===== config.mk =====
export PLATFORM = sky130hd
export DESIGN_NAME = process_table_priority_scheduler
export DESIGN_NICKNAME = d
export VERILOG_FILES = /design/src/ptps_pkg.sv /design/src/ptps_ctrl.sv /design/src/ptps_dpath.sv /design/src/process_table_priority_scheduler.sv
export SDC_FILE = /design/constraint.sdc
export NUM_CORES = 2
export LEC_CHECK = 0
export BUFFER_PORTS_ARGS = -buffer_cell sky130_fd_sc_hd__buf_2
export CORE_MARGIN = 5
export CORE_UTILIZATION = 58
export CTS_CLUSTER_DIAMETER = 120
export DETAILED_ROUTE_END_ITERATION = 10
export HOLD_SLACK_MARGIN = 0.12
export MAX_ROUTING_LAYER = met4
export PLACE_DENSITY = 0.77
export SYNTH_ARGS = -nofsm -noshare
export SYNTH_HDL_FRONTEND = slang
export SYNTH_HIERARCHICAL = 1
export SYNTH_SLANG_ARGS = --single-unit

===== constraint.sdc =====
create_clock -name clk -period 7.5 [get_ports clk]
set_clock_uncertainty 0.15 [all_clocks]
set_input_delay 0 -clock clk [delete_from_list [all_inputs] [get_ports clk]]
set_output_delay 0 -clock clk [all_outputs]
set_load 0.05 [all_outputs]

===== src/ptps_pkg.sv =====
package ptps_pkg;

  typedef enum logic [3:0] {
    ACT_ALLOC    = 4'd0,
    ACT_READY    = 4'd1,
    ACT_SLEEP    = 4'd2,
    ACT_WAKE     = 4'd3,
    ACT_KILL     = 4'd4,
    ACT_SETPRIO  = 4'd5,
    ACT_GETPRIO  = 4'd6,
    ACT_EXIT     = 4'd7,
    ACT_REAP     = 4'd8,
    ACT_POSITION = 4'd9
  } ptps_action_t;

  typedef enum logic [2:0] {
    STS_OK        = 3'd0,
    STS_NOT_FOUND = 3'd1,
    STS_FULL      = 3'd2,
    STS_RANGE     = 3'd3,
    STS_NONE      = 3'd4
  } ptps_status_t;

  typedef enum logic [2:0] {
    E_UNUSED   = 3'd0,
    E_EMBRYO   = 3'd1,
    E_SLEEPING = 3'd2,
    E_RUNNABLE = 3'd3,
    E_RUNNING  = 3'd4,
    E_ZOMBIE   = 3'd5
  } ptps_estate_t;

  localparam logic CFG_DEFAULT_PRIO = 1'b0;
  localparam logic CFG_PRIO_LEVELS  = 1'b1;

  localparam logic [3:0] RST_DEFAULT_PRIO = 4'd5;
  localparam logic [3:0] RST_PRIO_LEVELS  = 4'd10;

  typedef struct packed {
    logic clr;
    logic load;
    logic rd;
    logic fin;
  } ptps_cmd_t;

  typedef struct packed {
    logic addr_last;
    logic out_busy;
  } ptps_sts_t;

endpackage


===== src/ptps_ctrl.sv =====
module ptps_ctrl (
  input  logic                clk,
  input  logic                rst_n,
  input  logic                in_valid,
  output logic                in_stall,
  input  ptps_pkg::ptps_sts_t sts,
  output ptps_pkg::ptps_cmd_t cmd
);

  typedef enum logic [2:0] {
    S_CLEAR,
    S_IDLE,
    S_SCAN,
    S_DRAIN,
    S_FIN
  } state_t;

  state_t state_r;
  logic   in_stall_r;

  always_ff @(posedge clk) begin
    if (!rst_n) begin
      state_r    <= S_CLEAR;
      in_stall_r <= 1'b1;
    end else begin
      unique case (state_r)
        S_CLEAR: begin
          if (sts.addr_last) begin
            state_r    <= S_IDLE;
            in_stall_r <= 1'b0;
          end
        end
        S_IDLE: begin
          if (in_valid) begin
            state_r    <= S_SCAN;
            in_stall_r <= 1'b1;
          end
        end
        S_SCAN: begin
          if (sts.addr_last) begin
            state_r <= S_DRAIN;
          end
        end
        S_DRAIN: begin
          state_r <= S_FIN;
        end
        S_FIN: begin
          if (!sts.out_busy) begin
            state_r    <= S_IDLE;
            in_stall_r <= 1'b0;
          end
        end
        default: begin
          state_r    <= S_CLEAR;
          in_stall_r <= 1'b1;
        end
      endcase
    end
  end

  always_comb begin
    cmd.clr  = (state_r == S_CLEAR);
    cmd.load = (state_r == S_IDLE) && in_valid;
    cmd.rd   = (state_r == S_SCAN);
    cmd.fin  = (state_r == S_FIN) && !sts.out_busy;
  end

  assign in_stall = in_stall_r;

  a_ready_only_idle: assert property (@(posedge clk) disable iff (!rst_n)
    !in_stall_r |-> state_r == S_IDLE)
    else $error("input taken outside idle");

  a_load_starts_scan: assert property (@(posedge clk) disable iff (!rst_n)
    cmd.load |=> (state_r == S_SCAN) && in_stall_r)
    else $error("accepted word did not start a scan");

  a_drain_to_fin: assert property (@(posedge clk) disable iff (!rst_n)
    state_r == S_DRAIN |=> state_r == S_FIN)
    else $error("drain did not lead to finish");

  a_scan_runs_full: assert property (@(posedge clk) disable iff (!rst_n)
    (state_r == S_SCAN && !sts.addr_last) |=> state_r == S_SCAN)
    else $error("scan ended early");

endmodule


===== src/ptps_dpath.sv =====
module ptps_dpath #(
  parameter int TABLE_ENTRIES = 64,
  parameter int ID_BITS       = 16
) (
  input  logic                clk,
  input  logic                rst_n,
  input  ptps_pkg::ptps_cmd_t cmd,
  output ptps_pkg::ptps_sts_t sts,
  input  logic [3:0]          in_action,
  input  logic                in_pick_request,
  input  logic [15:0]         in_task_id,
  input  logic [7:0]          in_channel,
  input  logic [3:0]          in_priority_req,
  input  logic [3:0]          def_prio,
  input  logic [3:0]          levels,
  output logic                out_valid,
  input  logic                out_stall,
  output logic [2:0]          out_status,
  output logic [15:0]         out_task_out,
  output logic [5:0]          out_slot,
  output logic [6:0]          out_value
);

  localparam int SLOT_BITS = $clog2(TABLE_ENTRIES);
  localparam int CNT_BITS  = $clog2(TABLE_ENTRIES + 1);

  ptps_pkg::ptps_estate_t mem_state [TABLE_ENTRIES];
  logic [ID_BITS-1:0]     mem_id    [TABLE_ENTRIES];
  logic [3:0]             mem_prio  [TABLE_ENTRIES];
  logic [7:0]             mem_chan  [TABLE_ENTRIES];

  ptps_pkg::ptps_estate_t rd_state_r;
  logic [ID_BITS-1:0]     rd_id_r;
  logic [3:0]             rd_prio_r;
  logic [7:0]             rd_chan_r;

  logic [SLOT_BITS-1:0]   addr_r;
  logic [SLOT_BITS-1:0]   raddr_r;
  logic                   rvalid_r;

  ptps_pkg::ptps_action_t act_r;
  logic                   pick_r;
  logic [ID_BITS-1:0]     id_r;
  logic [7:0]             chan_r;
  logic [3:0]             preq_r;

  logic                   found_r;
  logic [SLOT_BITS-1:0]   fslot_r;
  ptps_pkg::ptps_estate_t fstate_r;
  logic [3:0]             fprio_r;

  logic                   best_r;
  logic [SLOT_BITS-1:0]   bslot_r;
  logic [3:0]             bprio_r;
  logic [ID_BITS-1:0]     bid_r;

  logic                   free_r;
  logic [SLOT_BITS-1:0]   free_slot_r;

  logic                   pos_r;
  logic [SLOT_BITS-1:0]   pslot_r;
  logic [CNT_BITS-1:0]    cnt_r;

  logic [ID_BITS-1:0]     next_id_r;

  logic                   out_valid_r;
  logic [2:0]             out_status_r;
  logic [15:0]            out_task_r;
  logic [5:0]             out_slot_r;
  logic [6:0]             out_value_r;

  logic                   used;
  logic                   id_hit;
  logic                   wake_hit;
  logic                   pos_count;
  logic [4:0]             best_lim;

  logic                   we_state;
  logic                   we_id;
  logic                   we_prio;
  logic                   we_chan;
  logic [SLOT_BITS-1:0]   waddr;
  ptps_pkg::ptps_estate_t wstate;
  logic [ID_BITS-1:0]     wid;
  logic [3:0]             wprio;
  logic [7:0]             wchan;

  logic                   f_we_state;
  logic                   f_we_id;
  logic                   f_we_prio;
  logic                   f_we_chan;
  logic [SLOT_BITS-1:0]   f_addr;
  ptps_pkg::ptps_estate_t f_state;
  logic [3:0]             f_prio;
  logic [7:0]             f_chan;
  logic                   alloc_go;
  ptps_pkg::ptps_status_t o_status;
  logic [ID_BITS-1:0]     o_task;
  logic [SLOT_BITS-1:0]   o_slot;
  logic [6:0]             o_value;

  assign used      = rd_state_r != ptps_pkg::E_UNUSED;
  assign id_hit    = rd_id_r == id_r;
  assign wake_hit  = rvalid_r && !pick_r && (act_r == ptps_pkg::ACT_WAKE) &&
                     (rd_state_r == ptps_pkg::E_SLEEPING) && (rd_chan_r == chan_r);
  assign pos_count = rvalid_r && !pick_r && (act_r == ptps_pkg::ACT_POSITION) &&
                     !pos_r && (rd_state_r == ptps_pkg::E_RUNNABLE) && !id_hit;
  assign best_lim  = best_r ? {1'b0, bprio_r} : ({1'b0, levels} + 5'd1);

  always_ff @(posedge clk) begin
    if (!rst_n) begin
      addr_r    <= '0;
      rvalid_r  <= 1'b0;
      next_id_r <= ID_BITS'(1);
    end else begin
      rvalid_r <= cmd.rd;
      raddr_r  <= addr_r;
      if (cmd.load) begin
        addr_r <= '0;
      end else if (cmd.rd || cmd.clr) begin
        addr_r <= addr_r + 1'b1;
      end
      if (cmd.fin && alloc_go) begin
        next_id_r <= next_id_r + 1'b1;
      end
    end
  end

  always_ff @(posedge clk) begin
    if (cmd.load) begin
      act_r   <= ptps_pkg::ptps_action_t'(in_action);
      pick_r  <= in_pick_request;
      id_r    <= ID_BITS'(in_task_id);
      chan_r  <= in_channel;
      preq_r  <= in_priority_req;
      found_r <= 1'b0;
      best_r  <= 1'b0;
      free_r  <= 1'b0;
      pos_r   <= 1'b0;
      cnt_r   <= '0;
    end else if (rvalid_r) begin
      if (!found_r && used && id_hit) begin
        found_r  <= 1'b1;
        fslot_r  <= raddr_r;
        fstate_r <= rd_state_r;
        fprio_r  <= rd_prio_r;
      end
      if (rd_state_r == ptps_pkg::E_RUNNABLE && {1'b0, rd_prio_r} < best_lim) begin
        best_r  <= 1'b1;
        bslot_r <= raddr_r;
        bprio_r <= rd_prio_r;
        bid_r   <= rd_id_r;
      end
      if (!free_r && !used) begin
        free_r      <= 1'b1;
        free_slot_r <= raddr_r;
      end
      if (!pos_r && rd_state_r == ptps_pkg::E_RUNNABLE && id_hit) begin
        pos_r   <= 1'b1;
        pslot_r <= raddr_r;
      end
      if (wake_hit || pos_count) begin
        cnt_r <= cnt_r + 1'b1;
      end
    end
  end

  always_comb begin
    f_we_state = 1'b0;
    f_we_id    = 1'b0;
    f_we_prio  = 1'b0;
    f_we_chan  = 1'b0;
    f_addr     = fslot_r;
    f_state    = ptps_pkg::E_UNUSED;
    f_prio     = preq_r;
    f_chan     = chan_r;
    alloc_go   = 1'b0;
    o_status   = ptps_pkg::STS_OK;
    o_task     = '0;
    o_slot     = '0;
    o_value    = '0;
    if (pick_r) begin
      if (best_r) begin
        f_we_state = 1'b1;
        f_addr     = bslot_r;
        f_state    = ptps_pkg::E_RUNNING;
        o_task     = bid_r;
        o_slot     = bslot_r;
        o_value    = 7'(bprio_r);
      end else begin
        o_status = ptps_pkg::STS_NONE;
      end
    end else begin
      unique case (act_r) inside
        ptps_pkg::ACT_ALLOC: begin
          if (free_r) begin
            f_we_state = 1'b1;
            f_we_id    = 1'b1;
            f_we_prio  = 1'b1;
            f_we_chan  = 1'b1;
            f_addr     = free_slot_r;
            f_state    = ptps_pkg::E_EMBRYO;
            f_prio     = def_prio;
            f_chan     = '0;
            alloc_go   = 1'b1;
            o_task     = next_id_r;
            o_slot     = free_slot_r;
            o_value    = 7'(def_prio);
          end else begin
            o_status = ptps_pkg::STS_FULL;
          end
        end
        ptps_pkg::ACT_WAKE: begin
          o_value = 7'(cnt_r);
        end
        ptps_pkg::ACT_POSITION: begin
          if (pos_r) begin
            o_task  = id_r;
            o_slot  = pslot_r;
            o_value = 7'(cnt_r);
          end else begin
            o_status = ptps_pkg::STS_NOT_FOUND;
          end
        end
        ptps_pkg::ACT_READY, ptps_pkg::ACT_SLEEP, ptps_pkg::ACT_KILL,
        ptps_pkg::ACT_SETPRIO, ptps_pkg::ACT_GETPRIO, ptps_pkg::ACT_EXIT,
        ptps_pkg::ACT_REAP: begin
          if (act_r == ptps_pkg::ACT_SETPRIO && (preq_r == 4'd0 || preq_r > levels)) begin
            o_status = ptps_pkg::STS_RANGE;
          end else if (!found_r) begin
            o_status = ptps_pkg::STS_NOT_FOUND;
          end else begin
            case (act_r)
              ptps_pkg::ACT_READY: begin
                if (fstate_r == ptps_pkg::E_ZOMBIE) begin
                  o_status = ptps_pkg::STS_NOT_FOUND;
                end else begin
                  f_we_state = 1'b1;
                  f_state    = ptps_pkg::E_RUNNABLE;
                end
              end
              ptps_pkg::ACT_SLEEP: begin
                if (fstate_r == ptps_pkg::E_ZOMBIE) begin
                  o_status = ptps_pkg::STS_NOT_FOUND;
                end else begin
                  f_we_state = 1'b1;
                  f_we_chan  = 1'b1;
                  f_state    = ptps_pkg::E_SLEEPING;
                end
              end
              ptps_pkg::ACT_KILL: begin
                if (fstate_r == ptps_pkg::E_SLEEPING) begin
                  f_we_state = 1'b1;
                  f_state    = ptps_pkg::E_RUNNABLE;
                end
              end
              ptps_pkg::ACT_SETPRIO: begin
                f_we_prio = 1'b1;
                o_value   = 7'(preq_r);
              end
              ptps_pkg::ACT_GETPRIO: begin
                o_value = 7'(fprio_r);
              end
              ptps_pkg::ACT_EXIT: begin
                if (fstate_r == ptps_pkg::E_ZOMBIE) begin
                  o_status = ptps_pkg::STS_NOT_FOUND;
                end else begin
                  f_we_state = 1'b1;
                  f_state    = ptps_pkg::E_ZOMBIE;
                end
              end
              default: begin
                if (fstate_r != ptps_pkg::E_ZOMBIE) begin
                  o_status = ptps_pkg::STS_NOT_FOUND;
                end else begin
                  f_we_state = 1'b1;
                  f_state    = ptps_pkg::E_UNUSED;
                end
              end
            endcase
            if (o_status == ptps_pkg::STS_OK) begin
              o_task = id_r;
              o_slot = fslot_r;
            end
          end
        end
        default: begin
        end
      endcase
    end
  end

  always_comb begin
    we_state = 1'b0;
    we_id    = 1'b0;
    we_prio  = 1'b0;
    we_chan  = 1'b0;
    waddr    = f_addr;
    wstate   = f_state;
    wid      = next_id_r;
    wprio    = f_prio;
    wchan    = f_chan;
    if (cmd.clr) begin
      we_state = 1'b1;
      waddr    = addr_r;
      wstate   = ptps_pkg::E_UNUSED;
    end else if (wake_hit) begin
      we_state = 1'b1;
      waddr    = raddr_r;
      wstate   = ptps_pkg::E_RUNNABLE;
    end else if (cmd.fin) begin
      we_state = f_we_state;
      we_id    = f_we_id;
      we_prio  = f_we_prio;
      we_chan  = f_we_chan;
    end
  end

  always_ff @(posedge clk) begin
    if (we_state) begin
      mem_state[waddr] <= wstate;
    end
    if (we_id) begin
      mem_id[waddr] <= wid;
    end
    if (we_prio) begin
      mem_prio[waddr] <= wprio;
    end
    if (we_chan) begin
      mem_chan[waddr] <= wchan;
    end
    rd_state_r <= mem_state[addr_r];
    rd_id_r    <= mem_id[addr_r];
    rd_prio_r  <= mem_prio[addr_r];
    rd_chan_r  <= mem_chan[addr_r];
  end

  always_ff @(posedge clk) begin
    if (!rst_n) begin
      out_valid_r <= 1'b0;
    end else if (cmd.fin) begin
      out_valid_r <= 1'b1;
    end else if (!out_stall) begin
      out_valid_r <= 1'b0;
    end
  end

  always_ff @(posedge clk) begin
    if (cmd.fin) begin
      out_status_r <= o_status;
      out_task_r   <= 16'(o_task);
      out_slot_r   <= 6'(o_slot);
      out_value_r  <= o_value;
    end
  end

  always_comb begin
    sts.addr_last = addr_r == SLOT_BITS'(TABLE_ENTRIES - 1);
    sts.out_busy  = out_valid_r && out_stall;
  end

  assign out_valid    = out_valid_r;
  assign out_status   = out_status_r;
  assign out_task_out = out_task_r;
  assign out_slot     = out_slot_r;
  assign out_value    = out_value_r;

endmodule


===== src/process_table_priority_scheduler.sv =====
// Channel  Direction  Handshake            Payload
// in       input      in_valid / in_stall  action, pick_request, task_id, channel, priority_req
// out      output     out_valid / out_stall status, task_out, slot, value
// cfg      input      cfg_valid / cfg_ready cfg_index, cfg_data
//
// After a word is accepted its result is formed in one pass over the task table memory,
// one entry read per cycle, then a drain step for the last read, then a finish step that
// makes the result valid. Input stays stalled until then, so the next word is taken
// only once the finish step has returned to idle. After reset the table states are cleared
// in a pass during which no input word is taken; configuration writes are always taken.
// A result waiting under out_stall holds the finish step; the word on the output stays until taken.
module process_table_priority_scheduler #(
  parameter int TABLE_ENTRIES = 64,
  parameter int ID_BITS       = 16
) (
  input  logic        clk,
  input  logic        rst_n,
  input  logic        in_valid,
  output logic        in_stall,
  input  logic [3:0]  in_action,
  input  logic        in_pick_request,
  input  logic [15:0] in_task_id,
  input  logic [7:0]  in_channel,
  input  logic [3:0]  in_priority_req,
  output logic        out_valid,
  input  logic        out_stall,
  output logic [2:0]  out_status,
  output logic [15:0] out_task_out,
  output logic [5:0]  out_slot,
  output logic [6:0]  out_value,
  input  logic        cfg_valid,
  output logic        cfg_ready,
  input  logic        cfg_index,
  input  logic [3:0]  cfg_data
);

  ptps_pkg::ptps_cmd_t cmd;
  ptps_pkg::ptps_sts_t sts;
  logic [3:0]          def_prio_r;
  logic [3:0]          levels_r;

  assign cfg_ready = 1'b1;

  always_ff @(posedge clk) begin
    if (!rst_n) begin
      def_prio_r <= ptps_pkg::RST_DEFAULT_PRIO;
      levels_r   <= ptps_pkg::RST_PRIO_LEVELS;
    end else if (cfg_valid && cfg_ready) begin
      unique case (cfg_index)
        ptps_pkg::CFG_DEFAULT_PRIO: def_prio_r <= cfg_data;
        ptps_pkg::CFG_PRIO_LEVELS:  levels_r   <= cfg_data;
        default: begin
        end
      endcase
    end
  end

  ptps_ctrl u_ctrl (
    .clk      (clk),
    .rst_n    (rst_n),
    .in_valid (in_valid),
    .in_stall (in_stall),
    .sts      (sts),
    .cmd      (cmd)
  );

  ptps_dpath #(
    .TABLE_ENTRIES (TABLE_ENTRIES),
    .ID_BITS       (ID_BITS)
  ) u_dpath (
    .clk             (clk),
    .rst_n           (rst_n),
    .cmd             (cmd),
    .sts             (sts),
    .in_action       (in_action),
    .in_pick_request (in_pick_request),
    .in_task_id      (in_task_id),
    .in_channel      (in_channel),
    .in_priority_req (in_priority_req),
    .def_prio        (def_prio_r),
    .levels          (levels_r),
    .out_valid       (out_valid),
    .out_stall       (out_stall),
    .out_status      (out_status),
    .out_task_out    (out_task_out),
    .out_slot        (out_slot),
    .out_value       (out_value)
  );

endmodule

==> impl_metrics.ini <==
[global_route]
grt_pass1_wl_mm = 307
antenna_found_initial = 11
grt_use_met1_pct = 39.1
use_met2_pct = 43.0
gr-usage-all-layers_pct = 27.9
use_met3_pct = 5.63
first_global_vias = 42900
grt_max_degree = 171
overflow = 0
busiest_layer = met2

[detailed_routing]
drtIter0Drc = 7070
post_drt_wl_per_cell_microns = 33.5
vias = 42700
drc = 0
first_pass_iters = 7
route.final.wire_length_mm = 208
postRouteAntennaNets = 0
vias_per_cell = 6.88

[sta]
slew-limit-headroom_pct = 12.1
worst_slew_pin_slew_ns = 1.31
finalSetupViolations = 0
drv_slew = 0
rsz0062_at_grt = false
timing.fmax_ghz = 0.173
fin_crit_sh_pct = 77.1
fin_ws_ns = 1.72
fin_worst_hold_slack_ns = 0.202
fin_crit_ns = 5.78
setup_tns_ns = 0
hold_viol_final = 0

[pwr]
seq_power_share_pct = 54.1
p_leak_nw = 29.9
internal_power_w = 0.0194
pwr-share-comb_pct = 5.0
ir_drop_mv = 0.200
power.density_mw_per_mm2 = 256
clockPowerShare_pct = 40.8
p_sw_share_pct = 20.8
netSwitchingPower_w = 0.00510

[critical_path]
cp_max_fo = 24
critical_path_class = reg -> reg
worstPathRequired_ns = 7.85
cp-end-kind = flop
crit_path_cell_trace = nor4_1, and2_1, mux2_2, o211ai_1, a22oi_1, nand3_2, nor2_1, buf_4
max_stage_delay_ns = 1.00
crit_path_start_kind = flop
arrival_ns = 6.13
crit_buf_inv = 1
crit_family = simple AND/OR/NAND/NOR gates
slowest_stage = a22oi_1

[die]
die_h_microns = 394
dieWidth_microns = 394
rows = 141
core_area_sq_mm = 0.147
start_util_pct = 58.2
die_area_sq_mm = 0.155
io_pins = 78

[cts]
cts.sinks = 2184
cts.repair.resized = 0
clkTransAtPathRegs_ns = 0.06
cts_setup_buffers = 0
insertion_delay_ns = 0.82
cts_made_buffers = 198
root_buffer = clkbuf_16
postCtsHoldBufs = 95
clock_path_buffers = 3
htreeDepth = 4
cts_tree = done

[placement]
hpwl_mm = 114
place.gp.congestion = 0.882
place_ws_ns = 1.93
dp_cells = 5747
port_buffers = 76
place_area_sq_mm = 0.0885

[status]
outcome = completed

[logic_synthesis]
postSynthAreaPerCell_sq_um = 22.2
synth_cell_types = 85
yosysWarnings = 6
synth_edf_count = 2106
synth-seq-cells = 2184
synth_flop_cell = edfxtp_1
syn_nets = 3916
yosysSeqAreaShare_pct = 75.7
synthesis.instances = 3862
synthArstFlopShare_pct = 0
syn_area_sq_mm = 0.0856

[final_layout]
final_area_sq_mm = 0.0958
post_route_cells_drive_above_1_share_pct = 30.2
final_common_cell = edfxtp_1
area_growth_pct = 12.0
final_cell_mix = edfxtp_1, mux4_2, clkbuf_16, nor2_1, buf_4
fin_cells = 6211
nets = 4166

[job]
maxCapViolations = 0

[min_path]
min_path_type = in -> reg
[stage by stage]
stage	total power, W	utilization (%)
2_1_floorplan	0.0143	-
3_3_place_gp	0.0147	60.1
3_5_place_dp	0.0147	60.1
4_1_cts	0.0246	65.1
5_1_grt	0.0252	65.1
6_report	0.0245	65.1
[synthesized netlist by cell type, types with 4 or more instances]
master / n / area share (%)
xnor2_1: 30 / 0.31
nand3b_1: 5 / 0.044
nand2b_1: 9 / 0.066
buf_1: 38 / 0.17
a21boi_0: 8 / 0.070
edfxtp_1: 2106 / 74
nand4_1: 21 / 0.15
o21a_1: 4 / 0.035
o211ai_2: 5 / 0.073
a22oi_1: 11 / 0.096
nand3_2: 12 / 0.14
ha_1: 11 / 0.16
or3_1: 11 / 0.080
o21ai_0: 19 / 0.11
nor3_1: 78 / 0.46
nand4_2: 4 / 0.058
nor2b_1: 14 / 0.10
o211ai_1: 9 / 0.079
a21oi_1: 22 / 0.13
nor3b_1: 4 / 0.035
xor2_1: 16 / 0.16
buf_4: 4 / 0.035
buf_2: 30 / 0.18
mux4_2: 651 / 17
nand2_1: 53 / 0.23
and3_1: 6 / 0.044
nand4_4: 16 / 0.40
a22o_1: 19 / 0.19
a221o_1: 10 / 0.12
dfxtp_1: 78 / 1.8
nand2_2: 9 / 0.066
mux2i_1: 13 / 0.15
a21o_1: 20 / 0.18
inv_1: 18 / 0.079
nor2_1: 229 / 1.0
clkbuf_1: 137 / 0.60
o311a_1: 4 / 0.047
mux2_2: 7 / 0.092
a31oi_1: 4 / 0.029
and2_1: 25 / 0.18
nor4_1: 4 / 0.029
nor3_2: 5 / 0.058
buf_6: 11 / 0.14
nand3_1: 17 / 0.099
[power by group through the flow]
| stage | combinational [W] | sequential (W) | clock (W) |
|---|---|---|---|
| 6_report | 0.00124 | 0.0133 | 0.0100 |
| 5_1_grt | 0.00129 | 0.0133 | 0.0107 |
| 4_1_cts | 0.00123 | 0.0133 | 0.0101 |
| 3_5_place_dp | 0.00116 | 0.0135 | 0 |
| 3_3_place_gp | 0.00115 | 0.0135 | 0 |
| 2_1_floorplan | 0.000828 | 0.0135 | 0 |
[routing by layer]
metal | vias up | share of wire [%]
met1 | 22300 | 36
li1 | 16800 | -
met4 | 0 | 2.7
met3 | 346 | 12
met2 | 3272 | 49
met5 | - | 0
[path summary, 6_finish.rpt]
path,start,end,slack [ns],cells past startpoint
min reg2reg,u_dpath/rd_id_r[15],u_dpath/bid_r[15],0.30,0
max,u_dpath/act_r[0],u_dpath/mem_id[25][14],1.72,8
min,rst_n,def_prio_r[2],0.20,3
max reg2reg,u_dpath/act_r[0],u_dpath/mem_id[25][14],1.72,8
[flip-flops by register name, indices dropped and copies added, names as in the netlist, 7 cells and up]
register,count
u_dpath/mem_id,1024
u_dpath/mem_chan,512
u_dpath/mem_prio,256
u_dpath/mem_state,192
u_dpath/bid_r,16
u_dpath/id_r,16
u_dpath/next_id_r,16
u_dpath/out_task_out,16
u_dpath/rd_id_r,16
u_dpath/chan_r,8
u_dpath/rd_chan_r,8
u_dpath/cnt_r,7
u_dpath/out_value,7
[tightest hold or removal path: stages]
cell,delay (ns)
dlygate4sd3_1,0.54
buf_2,0.36
o211ai_1,0.19
[kinds of logic (layout without fill, tap and decap cells)]
group	Yosys count	count (layout)	share of synthesized area, %
multiplexers	672	672	17.4
AND/OR/NAND/NOR	549	549	3.57
other	1	6	0.00438
buffers and inverters	242	656	1.26
AO/OA/AOI/OAI	157	157	1.43
adder cells (fa/ha/maj)	11	11	0.161
flip-flops	2184	2184	75.7
XOR/XNOR	46	46	0.471
[area by class of cell]
class,instances,area (sq um)
Clock buffer,249,5290
Inverter,19,71.3
Timing Repair Buffer,273,2150
Fill cell,8829,51300
Antenna cell,5,12.5
Sequential cell,2184,64800
Multi-Input combinational cell,1436,20000
Tap cell,1930,2410
Clock inverter,115,1090
No activity file was read; power rests on OpenSTA's default activity.
